File: config.mk
export PLATFORM = sky130hd
export DESIGN_NAME = lidar_scan_reply_deframer
export DESIGN_NICKNAME = d
export VERILOG_FILES = /design/src/hdl/lsrd_pkg.sv /design/src/hdl/lidar_scan_reply_deframer.sv /design/src/hdl/lsrd_in_stage.sv /design/src/hdl/lsrd_decode.sv /design/src/hdl/lsrd_out_reg.sv
export SDC_FILE = /design/constraint.sdc
export NUM_CORES = 1
export LEC_CHECK = 0
export ABC_AREA = 1
export BUFFER_PORTS_ARGS = -buffer_cell sky130_fd_sc_hd__clkbuf_2
export CAP_MARGIN = 5
export CORE_MARGIN = 2
export CORE_UTILIZATION = 40
export DETAILED_ROUTE_END_ITERATION = 6
export PLACE_DENSITY = 0.67
export SETUP_SLACK_MARGIN = 0.05
export SLEW_MARGIN = 20
export SYNTH_ARGS = -nofsm -noshare
export SYNTH_HDL_FRONTEND = slang
export SYNTH_SLANG_ARGS = --single-unit
export TNS_END_PERCENT = 1
File: constraint.sdc
create_clock -name clk -period 3.27 [get_ports clk]
set_clock_uncertainty 0.1 [all_clocks]
set_input_delay 0.327 -clock clk [delete_from_list [all_inputs] [get_ports clk]]
set_output_delay 0.327 -clock clk [all_outputs]
set_load 0.05 [all_outputs]
File: src/hdl/lsrd_pkg.sv
// lsrd_pkg: shared types and constants of the scan reply deframer
// no dependencies; imported by every module under hdl

package lsrd_pkg;

  // byte codes and framing sizes
  localparam logic [7:0]  LINE_FEED        = 8'h0A;
  localparam logic [5:0]  CHAR_BIAS        = 6'h30;
  localparam logic [6:0]  BLOCK_LAST       = 7'd65;
  localparam logic [6:0]  DATA_PER_BLOCK   = 7'd64;
  localparam logic [13:0] SIZE_BASE        = 14'd103;
  localparam logic [12:0] COUNT_MAX        = 13'd8191;
  localparam logic [1:0]  HEADER_LF_LAST   = 2'd2;
  localparam logic [1:0]  CHARS_PER_VALUE  = 2'd2;
  localparam logic [11:0] BEAM_COUNT_RESET = 12'd1081;

  // kind of result item
  typedef enum logic {
    KIND_RANGE = 1'b0,
    KIND_END   = 1'b1
  } result_kind_t;

  // one result item
  typedef struct packed {
    result_kind_t kind;
    logic [10:0]  beam_slot;
    logic [15:0]  range_value;
    logic         size_ok;
  } result_t;

endpackage

File: src/hdl/lidar_scan_reply_deframer.sv
// lidar_scan_reply_deframer: one byte per cycle; from byte transfer to result a
// byte passes the input register, then is decoded into the result register.
// Throughput is one byte every cycle; only a stalled output holds the input.
// Synchronous active-low reset returns to the header phase with an empty
// pipeline and beam_count 1081.
// depends on lsrd_pkg, lsrd_in_stage, lsrd_decode, lsrd_out_reg

module lidar_scan_reply_deframer
  import lsrd_pkg::*;
#(
  parameter int MAX_BEAMS = 2048
) (
  input  logic        clk,
  input  logic        rst_n,
  input  logic        cfg_wr_en,
  input  logic [11:0] cfg_wr_data,
  input  logic        in_valid,
  output logic        in_stall,
  input  logic [7:0]  in_rx_byte,
  output logic        out_valid,
  input  logic        out_stall,
  output logic        out_result_kind,
  output logic [10:0] out_beam_slot,
  output logic [15:0] out_range_value,
  output logic        out_size_ok
);

  logic [11:0] beam_count_r;
  logic        can_take;
  logic        byte_valid;
  logic [7:0]  byte_data;
  logic        res_valid;
  result_t     res;

  // beam count register
  always_ff @(posedge clk) begin
    if (!rst_n) begin
      beam_count_r <= BEAM_COUNT_RESET;
    end else if (cfg_wr_en) begin
      beam_count_r <= cfg_wr_data;
    end
  end

  lsrd_in_stage u_in (
    .clk        (clk),
    .rst_n      (rst_n),
    .in_valid   (in_valid),
    .in_stall   (in_stall),
    .in_rx_byte (in_rx_byte),
    .take       (can_take),
    .byte_valid (byte_valid),
    .byte_data  (byte_data)
  );

  lsrd_decode #(
    .MAX_BEAMS (MAX_BEAMS)
  ) u_decode (
    .clk        (clk),
    .rst_n      (rst_n),
    .step       (byte_valid && can_take),
    .rx_byte    (byte_data),
    .beam_count (beam_count_r),
    .res_valid  (res_valid),
    .res        (res)
  );

  lsrd_out_reg u_out (
    .clk             (clk),
    .rst_n           (rst_n),
    .res_valid       (res_valid),
    .res             (res),
    .can_take        (can_take),
    .out_valid       (out_valid),
    .out_stall       (out_stall),
    .out_result_kind (out_result_kind),
    .out_beam_slot   (out_beam_slot),
    .out_range_value (out_range_value),
    .out_size_ok     (out_size_ok)
  );

endmodule

File: src/hdl/lsrd_in_stage.sv
// lsrd_in_stage: input register for received bytes
// depends on lsrd_pkg

module lsrd_in_stage
  import lsrd_pkg::*;
(
  input  logic       clk,
  input  logic       rst_n,
  input  logic       in_valid,
  output logic       in_stall,
  input  logic [7:0] in_rx_byte,
  input  logic       take,
  output logic       byte_valid,
  output logic [7:0] byte_data
);

  logic       valid_r;
  logic [7:0] byte_r;
  logic       load;

  // hold the byte only while the decoder cannot take it
  assign in_stall = valid_r && !take;
  assign load     = in_valid && !in_stall;

  // valid flag
  always_ff @(posedge clk) begin
    if (!rst_n) begin
      valid_r <= 1'b0;
    end else if (load) begin
      valid_r <= 1'b1;
    end else if (take) begin
      valid_r <= 1'b0;
    end
  end

  // byte payload
  always_ff @(posedge clk) begin
    if (load) begin
      byte_r <= in_rx_byte;
    end
  end

  assign byte_valid = valid_r;
  assign byte_data  = byte_r;

endmodule

File: src/hdl/lsrd_decode.sv
// lsrd_decode: framing state and per-byte range decode
// depends on lsrd_pkg

module lsrd_decode
  import lsrd_pkg::*;
#(
  parameter int MAX_BEAMS = 2048
) (
  input  logic        clk,
  input  logic        rst_n,
  input  logic        step,
  input  logic [7:0]  rx_byte,
  input  logic [11:0] beam_count,
  output logic        res_valid,
  output result_t     res
);

  localparam logic [12:0] MaxBeamsW = 13'(MAX_BEAMS);

  logic        in_data_r,   in_data_nxt;
  logic [1:0]  hdr_lf_r,    hdr_lf_nxt;
  logic        last_lf_r,   last_lf_nxt;
  logic [6:0]  pos_r,       pos_nxt;
  logic [1:0]  held_r,      held_nxt;
  logic [11:0] acc_r,       acc_nxt;
  logic [11:0] remain_r,    remain_nxt;
  logic [12:0] seen_r,      seen_nxt;

  logic        is_lf;
  logic [11:0] eff_beams;
  logic [13:0] expected;
  logic [12:0] seen_inc;
  logic [5:0]  chr;
  logic [11:0] remain_dec;

  // effective beam count and expected reply size
  assign is_lf      = (rx_byte == LINE_FEED);
  assign eff_beams  = ({1'b0, beam_count} > MaxBeamsW) ? MaxBeamsW[11:0] : beam_count;
  assign expected   = SIZE_BASE + {1'b0, eff_beams, 1'b0} + {2'b00, eff_beams};
  assign seen_inc   = (seen_r < COUNT_MAX) ? seen_r + 13'd1 : seen_r;
  assign chr        = rx_byte[5:0] - CHAR_BIAS;
  assign remain_dec = remain_r - 12'd1;

  // next state and result for one byte
  always_comb begin
    in_data_nxt = in_data_r;
    hdr_lf_nxt  = hdr_lf_r;
    last_lf_nxt = last_lf_r;
    pos_nxt     = pos_r;
    held_nxt    = held_r;
    acc_nxt     = acc_r;
    remain_nxt  = remain_r;
    seen_nxt    = seen_r;
    res_valid   = 1'b0;
    res         = '{kind: KIND_RANGE, beam_slot: '0, range_value: '0, size_ok: 1'b0};

    if (step) begin
      if (is_lf && last_lf_r) begin
        // doubled line feed ends the reply
        res_valid   = 1'b1;
        res.kind    = KIND_END;
        res.size_ok = in_data_r && (seen_inc < COUNT_MAX) && ({1'b0, seen_inc} == expected);
        in_data_nxt = 1'b0;
        hdr_lf_nxt  = '0;
        last_lf_nxt = 1'b0;
        pos_nxt     = '0;
        held_nxt    = '0;
        acc_nxt     = '0;
        remain_nxt  = '0;
        seen_nxt    = '0;
      end else if (!in_data_r) begin
        // header: count line feeds
        last_lf_nxt = is_lf;
        if (is_lf) begin
          if (hdr_lf_r >= HEADER_LF_LAST) begin
            in_data_nxt = 1'b1;
            hdr_lf_nxt  = '0;
            pos_nxt     = '0;
            held_nxt    = '0;
            acc_nxt     = '0;
            remain_nxt  = eff_beams;
            seen_nxt    = '0;
          end else begin
            hdr_lf_nxt = hdr_lf_r + 2'd1;
          end
        end
      end else begin
        // data section: block position and character decode
        last_lf_nxt = is_lf;
        seen_nxt    = seen_inc;
        pos_nxt     = (pos_r >= BLOCK_LAST) ? 7'd0 : pos_r + 7'd1;
        if (pos_r < DATA_PER_BLOCK && remain_r != '0) begin
          if (held_r >= CHARS_PER_VALUE) begin
            res_valid       = 1'b1;
            res.kind        = KIND_RANGE;
            res.beam_slot   = remain_dec[10:0];
            res.range_value = {acc_r[9:0], chr};
            remain_nxt      = remain_dec;
            held_nxt        = '0;
            acc_nxt         = '0;
          end else begin
            acc_nxt  = {acc_r[5:0], chr};
            held_nxt = held_r + 2'd1;
          end
        end
      end
    end
  end

  // state registers
  always_ff @(posedge clk) begin
    if (!rst_n) begin
      in_data_r <= 1'b0;
      hdr_lf_r  <= '0;
      last_lf_r <= 1'b0;
      pos_r     <= '0;
      held_r    <= '0;
      acc_r     <= '0;
      remain_r  <= '0;
      seen_r    <= '0;
    end else begin
      in_data_r <= in_data_nxt;
      hdr_lf_r  <= hdr_lf_nxt;
      last_lf_r <= last_lf_nxt;
      pos_r     <= pos_nxt;
      held_r    <= held_nxt;
      acc_r     <= acc_nxt;
      remain_r  <= remain_nxt;
      seen_r    <= seen_nxt;
    end
  end

endmodule

File: src/hdl/lsrd_out_reg.sv
// lsrd_out_reg: result register toward the output channel
// depends on lsrd_pkg

module lsrd_out_reg
  import lsrd_pkg::*;
(
  input  logic        clk,
  input  logic        rst_n,
  input  logic        res_valid,
  input  result_t     res,
  output logic        can_take,
  output logic        out_valid,
  input  logic        out_stall,
  output logic        out_result_kind,
  output logic [10:0] out_beam_slot,
  output logic [15:0] out_range_value,
  output logic        out_size_ok
);

  logic    valid_r;
  result_t res_r;

  // free, or emptied by a transfer in this cycle
  assign can_take = !valid_r || !out_stall;

  always_ff @(posedge clk) begin
    if (!rst_n) begin
      valid_r <= 1'b0;
    end else if (can_take) begin
      valid_r <= res_valid;
    end
  end

  always_ff @(posedge clk) begin
    if (can_take && res_valid) begin
      res_r <= res;
    end
  end

  assign out_valid       = valid_r;
  assign out_result_kind = res_r.kind;
  assign out_beam_slot   = res_r.beam_slot;
  assign out_range_value = res_r.range_value;
  assign out_size_ok     = res_r.size_ok;

endmodule

# After elaboration in Yosys (flattened, before gate mapping)
# Cells that the tools add are included.
[totals] regBits=99
[op_classes] bitwise_logic=4 order_cmp=7 n_reduce_logical=24 mux=49 addsub=8 eq_ne=5
[ops] operator="$mux 12" n=7
[ops] operator="$mux 13" n=5
[ops] operator="$mux 10" n=6
[ops] operator="$mux 28" n=2
[ops] operator="$mux 7" n=5
[ops] operator="$mux 27" n=1
[ops] operator="$lt 13x13->1 const B" n=2
[ops] operator="$mux 2" n=10
[ops] operator="$add 14x12->14" n=1
[ops] operator="$add 7x13->14 const A" n=1
[ops] operator="$eq 13x14->1" n=1
[ops] operator="$add 13x1->13 const B" n=1
[ops] operator="$mux 1" n=13
[ops] operator="$gt 12x12->1 const B" n=1
[ops] operator="$reduce_bool 12->1" n=1
[ops] operator="$sub 12x1->12 const B" n=1
[ops] operator="$eq 8x4->1 const B" n=1
[ops] operator="$logic_and 1x1->1" n=8
[ops] operator="$add 7x1->7 const B" n=1
[ops] operator="$ge 7x7->1 const B" n=1
[ops] operator="$lt 7x7->1 const B" n=1
[ops] operator="$ne 3x3->1 const B" n=2
[ops] operator="$reduce_and 3->1" n=2
[ops] operator="$reduce_bool 3->1" n=2
[ops] operator="12 further kinds" n=21

# Logic depth before layout (Yosys ltp)
[logic_depth] ltp_word=7 mapped_depth=24 mapped_depth_nobuf=24

# By module
# Synthesis repeated with hierarchy kept, for this count alone.
[hier_totals] hier_cells=721 hier_area_um2=5495.3
[modules_own_cells] module="lsrd_decode" n_inst=1 cells_each=602 area_per_inst_um2=3814.9
[modules_own_cells] module="lsrd_out_reg" n_inst=1 cells_each=35 area_per_inst_um2=918.4
[modules_own_cells] module="lidar_scan_reply_deframer" n_inst=1 cells_each=68 area_per_inst_um2=471.7
[modules_own_cells] module="lsrd_in_stage" n_inst=1 cells_each=16 area_per_inst_um2=290.3

# Least setup slack after synthesis
# No wires, ideal clock.
[synth_timing] path_type="reg-to-reg" start="reg beam_count_r[0]" end="reg u_out.res_r (netlist bit u_out.out_size_ok), data pin" path_buffers=0 slack_ps=428 t_arrival_ps=2491 synth_period_minus_slack_ps=2842 setup_ps=251 stages_incl_launch_ff=23 cell_sequence="dfxtp_1 > or2_1 > nor2_1 > nand2_1 > nand2_4 > inv_1 > nor2_1 > nand2_1 > inv_1 > nor3_1 > ha_1 > a21o_1 > nor2_2 > o21ai_2 > or2_1 > nand2_1 > nand2_1 > nand2_1 > inv_1 > nand2_1 > nor2_1 > nand3_1 > nor2_1"
[synth_via] elab_chain_len=6
[synth_lines] item="start, declared" line_no="lidar_scan_reply_deframer.sv:28" source="logic [11:0] beam_count_r;"
[synth_lines] item="start signal, assigned" line_no="lidar_scan_reply_deframer.sv:40" source="beam_count_r <= cfg_wr_data;"
[synth_lines] item="$gt 12x12->1" line_no="lsrd_decode.sv:38" source="assign eff_beams = ({1'b0, beam_count} > MaxBeamsW) ? MaxBeamsW[11:0] : beam_count;"
[synth_lines] item="$mux 12 (*)" line_no="lsrd_decode.sv:38"
[synth_lines] item="$add 7x13->14" line_no="lsrd_decode.sv:39" source="assign expected = SIZE_BASE + {1'b0, eff_beams, 1'b0} + {2'b00, eff_beams};"
[synth_lines] item="$add 14x12->14 (*)" line_no="lsrd_decode.sv:39"
[synth_lines] item="$eq 13x14->1 (*)" line_no="lsrd_decode.sv:62" source="res.size_ok = in_data_r && (seen_inc < COUNT_MAX) && ({1'b0, seen_inc} == expected);"
[synth_lines] item="$logic_and 1x1->1 (*)" line_no="lsrd_decode.sv:62"
[synth_lines] item="end signal, assigned" line_no="lsrd_out_reg.sv:36" source="res_r <= res;"
[synth_lines] item="end, declared" line_no="lsrd_out_reg.sv:21" source="result_t res_r;"
# Every way passes the cells marked *; elsewhere a longest branch is shown, timed or not.
# A chain may end at the register's enable or synchronous reset.

# Final worst setup path
# Same ends and word-level chain as after synthesis.

==> parameters.txt <==
Parameter                              Value

Layout
  FF+latch area    between 2000 and 2500 um2
  Non-filler cells in the finished layout    935
  Area occupied by multi-input gates    2620 um2
  Highest-count cells in the layout ignoring fill and taps    136 x sky130_fd_sc_hd__nand2_1, 88 x sky130_fd_sc_hd__nor2_1, 87 x sky130_fd_sc_hd__inv_1
  Antenna fix cells    0
  Leading cell type in the layout, fill and taps excluded    sky130_fd_sc_hd__nand2_1
  P&R area growth vs syn    14.5%
  Fraction of layout cells with a size suffix above 1    0.158
  Share of the core filled with cells    0.469
  Layout Cell Area excl Fill    approximately 6200 um2
  Number of inserted filler cells in the final layout    1299
  Fin nets    approximately 800

Yosys
  Share of synthesized cell area in full adder, half adder and majority cells    0.0510
  Main flop type after synthesis    sky130_fd_sc_hd__dfxtp_1
  Post-synth top area share    0.230
  Leading cell types by total area after synthesis    sky130_fd_sc_hd__dfxtp_1 23%, sky130_fd_sc_hd__edfxtp_1 21%, sky130_fd_sc_hd__nand2_1 9.5%, sky130_fd_sc_hd__nor2_1 6.3%, sky130_fd_sc_hd__inv_1 6.2%
  Sequential share of the synthesized area    0.436
  Dominant combinational cell family by area after synthesis    simple AND/OR/NAND/NOR gates
  Post-synthesis instance area    between 5000 and 6000 um2
  Async S/R FF share, synth    0
  Share of the synthesized area in compound gates (AO/OA/AOI/OAI)    0.133
  Post-synthesis net count    ~740
  Register bit count reported by yosys    slightly below 100
  Cells after synthesis    roughly 700
  Cell type with the largest total area after synthesis    sky130_fd_sc_hd__dfxtp_1
  Post-Synth Simple-Gate Area    0.250
  Post-synthesis mux area share    0
  Total of warnings raised by yosys    0
  Xor and xnor area share after synthesis    0.0470
  Number of distinct standard cells referenced by the synthesized netlist    43
  Number of synthesized flops with an enable pin    37
  Post-synthesis average cell area    7.76 um2

Setup path
  Ordered list of cells on the worst path    or2_1 > nor2_2 > nand2_2 > nand2_2 > nand2_1 > ha_1 > inv_1 > ha_1 > a21oi_1 > o21ai_0 > a21oi_1 > xor2_1 > nor2_1 > nand3_1 > nor2_1
  Max FO, Critical Path    6
  CP Data Arrival Time    between 2000 and 3000 ps
  CP required    3280 ps
  Type of destination of the critical path    flip-flop
  Kind of critical path    flip-flop to flip-flop
  Cell with the biggest individual delay on the critical path    sky130_fd_sc_hd__ha_1
  Crit-path max cell delay    360 ps
  Kind of start point of the critical path    flip-flop
  Buffers and inverters on the worst path    1
  Cell class contributing the biggest share of worst-path delay    simple AND/OR/NAND/NOR gates

Timing
  Worst-case headroom to the max-slew limit    0.280
  Count of endpoints failing hold in the final timing report    0
  Total negative slack    0 ps
  Final number of max-transition violations    0
  Minimum period implied by the final worst setup slack    2970 ps
  Final worst-path cycle share    0.909
  Slew at the pin closest to its max-slew limit    around 1100 ps
  Worst setup slack after layout    just under 300 ps
  Final setup vio count    0
  Fmax    ~0.34 GHz
  Setup repair after global routing missed its margin    false

Place
  HPWL Detailed    roughly 8.9 mm
  Post-place setup slack    151 ps
  Number of instances in the placed design    around 910
  Final GP Congestion    about 0.86
  Post-Place Cell Area    just under 6000 um2
  Number of buffer cells added on primary ports    between 50 and 60

Die
  Starting density of the core    0.409
  Area of the die    approximately 14000 um2
  Die Height    120 um
  Core Footprint    ~13000 um2
  Site Rows    42
  I/O pin cnt    56
  Die Span X    between 100 and 150 um

Drt
  Residual DRC count    0
  Routed via count divided by cell count    4.98
  Mean routed wirelength per cell    around 13 um
  Wirelength, routed    12.1 mm
  Remaining antenna violation count    0
  Number of detailed-route iterations in the first pass    4
  Vias post-DR    around 4700
  DRC violation total after the first TritonRoute iteration    approximately 250

CTS
  Clock buffers created by TritonCTS    9
  Master cell of the clock root buffer    sky130_fd_sc_hd__clkbuf_16
  Post-CTS Hold Fix Bufs    0
  Largest buffer count on any clock path    2
  Later-pin clock latency in the skew report    approximately 360 ps
  Number of sinks on the clock net    between 90 and 100
  Clock H-tree levels    3
  Clock tree from TritonCTS    done
  Worst-path clk slew    roughly 70 ps

Global routing
  Total Routing Usage GR    0.174
  Residual overflow from global routing    0
  Pin count of the biggest net entering global routing    31
  Initial antenna violation count    0
  Global-route wire length before repair    20.0 mm
  Number of global-route vias before repair    between 4000 and 5000

Pwr
  Leakage power    2.70 nW
  Pwr/cell area    438 nW/um2
  Maximum VDD drop    a little under 0.3 mV

Flow run
  Max cap viols    0

Run status
  Run status    finished clean

Worst hold path
  Hold Crit Class    input port to flip-flop
report_power, final:
| part | internal (mW) | switching (mW) |
|---|---|---|
| clock | 0.528 | 0.484 |
| combinational | 0.153 | 0.239 |
| sequential | 1.29 | 0.0146 |
layout make-up:
| cell class | count | area share |
|---|---|---|
| Clock inverter | 5 | 0.00709 |
| Multi-Input combinational cell | 485 | 0.424 |
| Tap cell | 176 | 0.0356 |
| Timing Repair Buffer | 65 | 0.0567 |
| Sequential cell | 99 | 0.381 |
| Clock buffer | 11 | 0.0377 |
| Inverter | 94 | 0.0575 |
synthesized netlist by cell type (all sizes together), types with 2 or more instances:
master	instances
nand3	44
a21oi	55
or2	2
nor2	98
nor3b	2
ha	22
o21ai	37
xor2	20
a31oi	3
inv	94
nand3b	4
clkbuf	12
nand4	5
buf	7
nand2	145
xnor2	9
a211oi	14
dfxtp	62
edfxtp	37
o22ai	9
nor3	7
path summary, 6_finish.rpt:
kind / from / end / slack, ps / cells after the start
setup / recovery: beam_count_r[0] / u_out.out_size_ok / 300 / 15
hold / removal: in_rx_byte[3] / u_in.byte_data[3] / 50 / 1
setup reg to reg: beam_count_r[0] / u_out.out_size_ok / 300 / 15
hold reg to reg: u_decode.acc_r[5] / u_decode.acc_r[5] / 360 / 2
stage by stage:
step,power (mW),hold slack [ps]
CTS,2.70,40.6
floorplan,1.61,326
global route,2.84,34.5
global placement,1.69,351
detailed placement,1.70,352
finish,2.71,47.1
timing repair:
item                                    in CTS  in global routing
endpoints found under the setup margin       0                  1
setup buffers                                0                  5
gates resized for setup                      0                 11
registers in the layout (all words and copies together) (netlist names), 2 cells and up:
register	count
u_decode.pos_r	7
u_decode.hdr_lf_r	2
u_decode.remain_r	12
u_decode.acc_r	10
u_in.byte_data	8
u_decode.held_r	2
u_out.out_range_value	16
u_decode.seen_r	13
u_out.out_beam_slot	11
beam_count_r	12
per-layer routing:
metal	routed length, um	track usage	vias up	part of all wire
met5	0	0	-	0
met4	323	0.0735	0	0.027
met3	451	0.0401	26	0.037
met2	5670	0.285	87	0.47
met1	5700	0.222	2145	0.47
li1	-	-	2399	-
logic make-up (layout without fill, tap and decap cells):
family / count (synthesis) / after routing
buffers and inverters: 113 / 175
flip-flops: 99 / 99
AO/OA/AOI/OAI: 125 / 125
AND/OR/NAND/NOR: 308 / 309
adder cells (fa/ha/maj): 22 / 22
XOR/XNOR: 29 / 29
(Power assumes the default switching activity.)
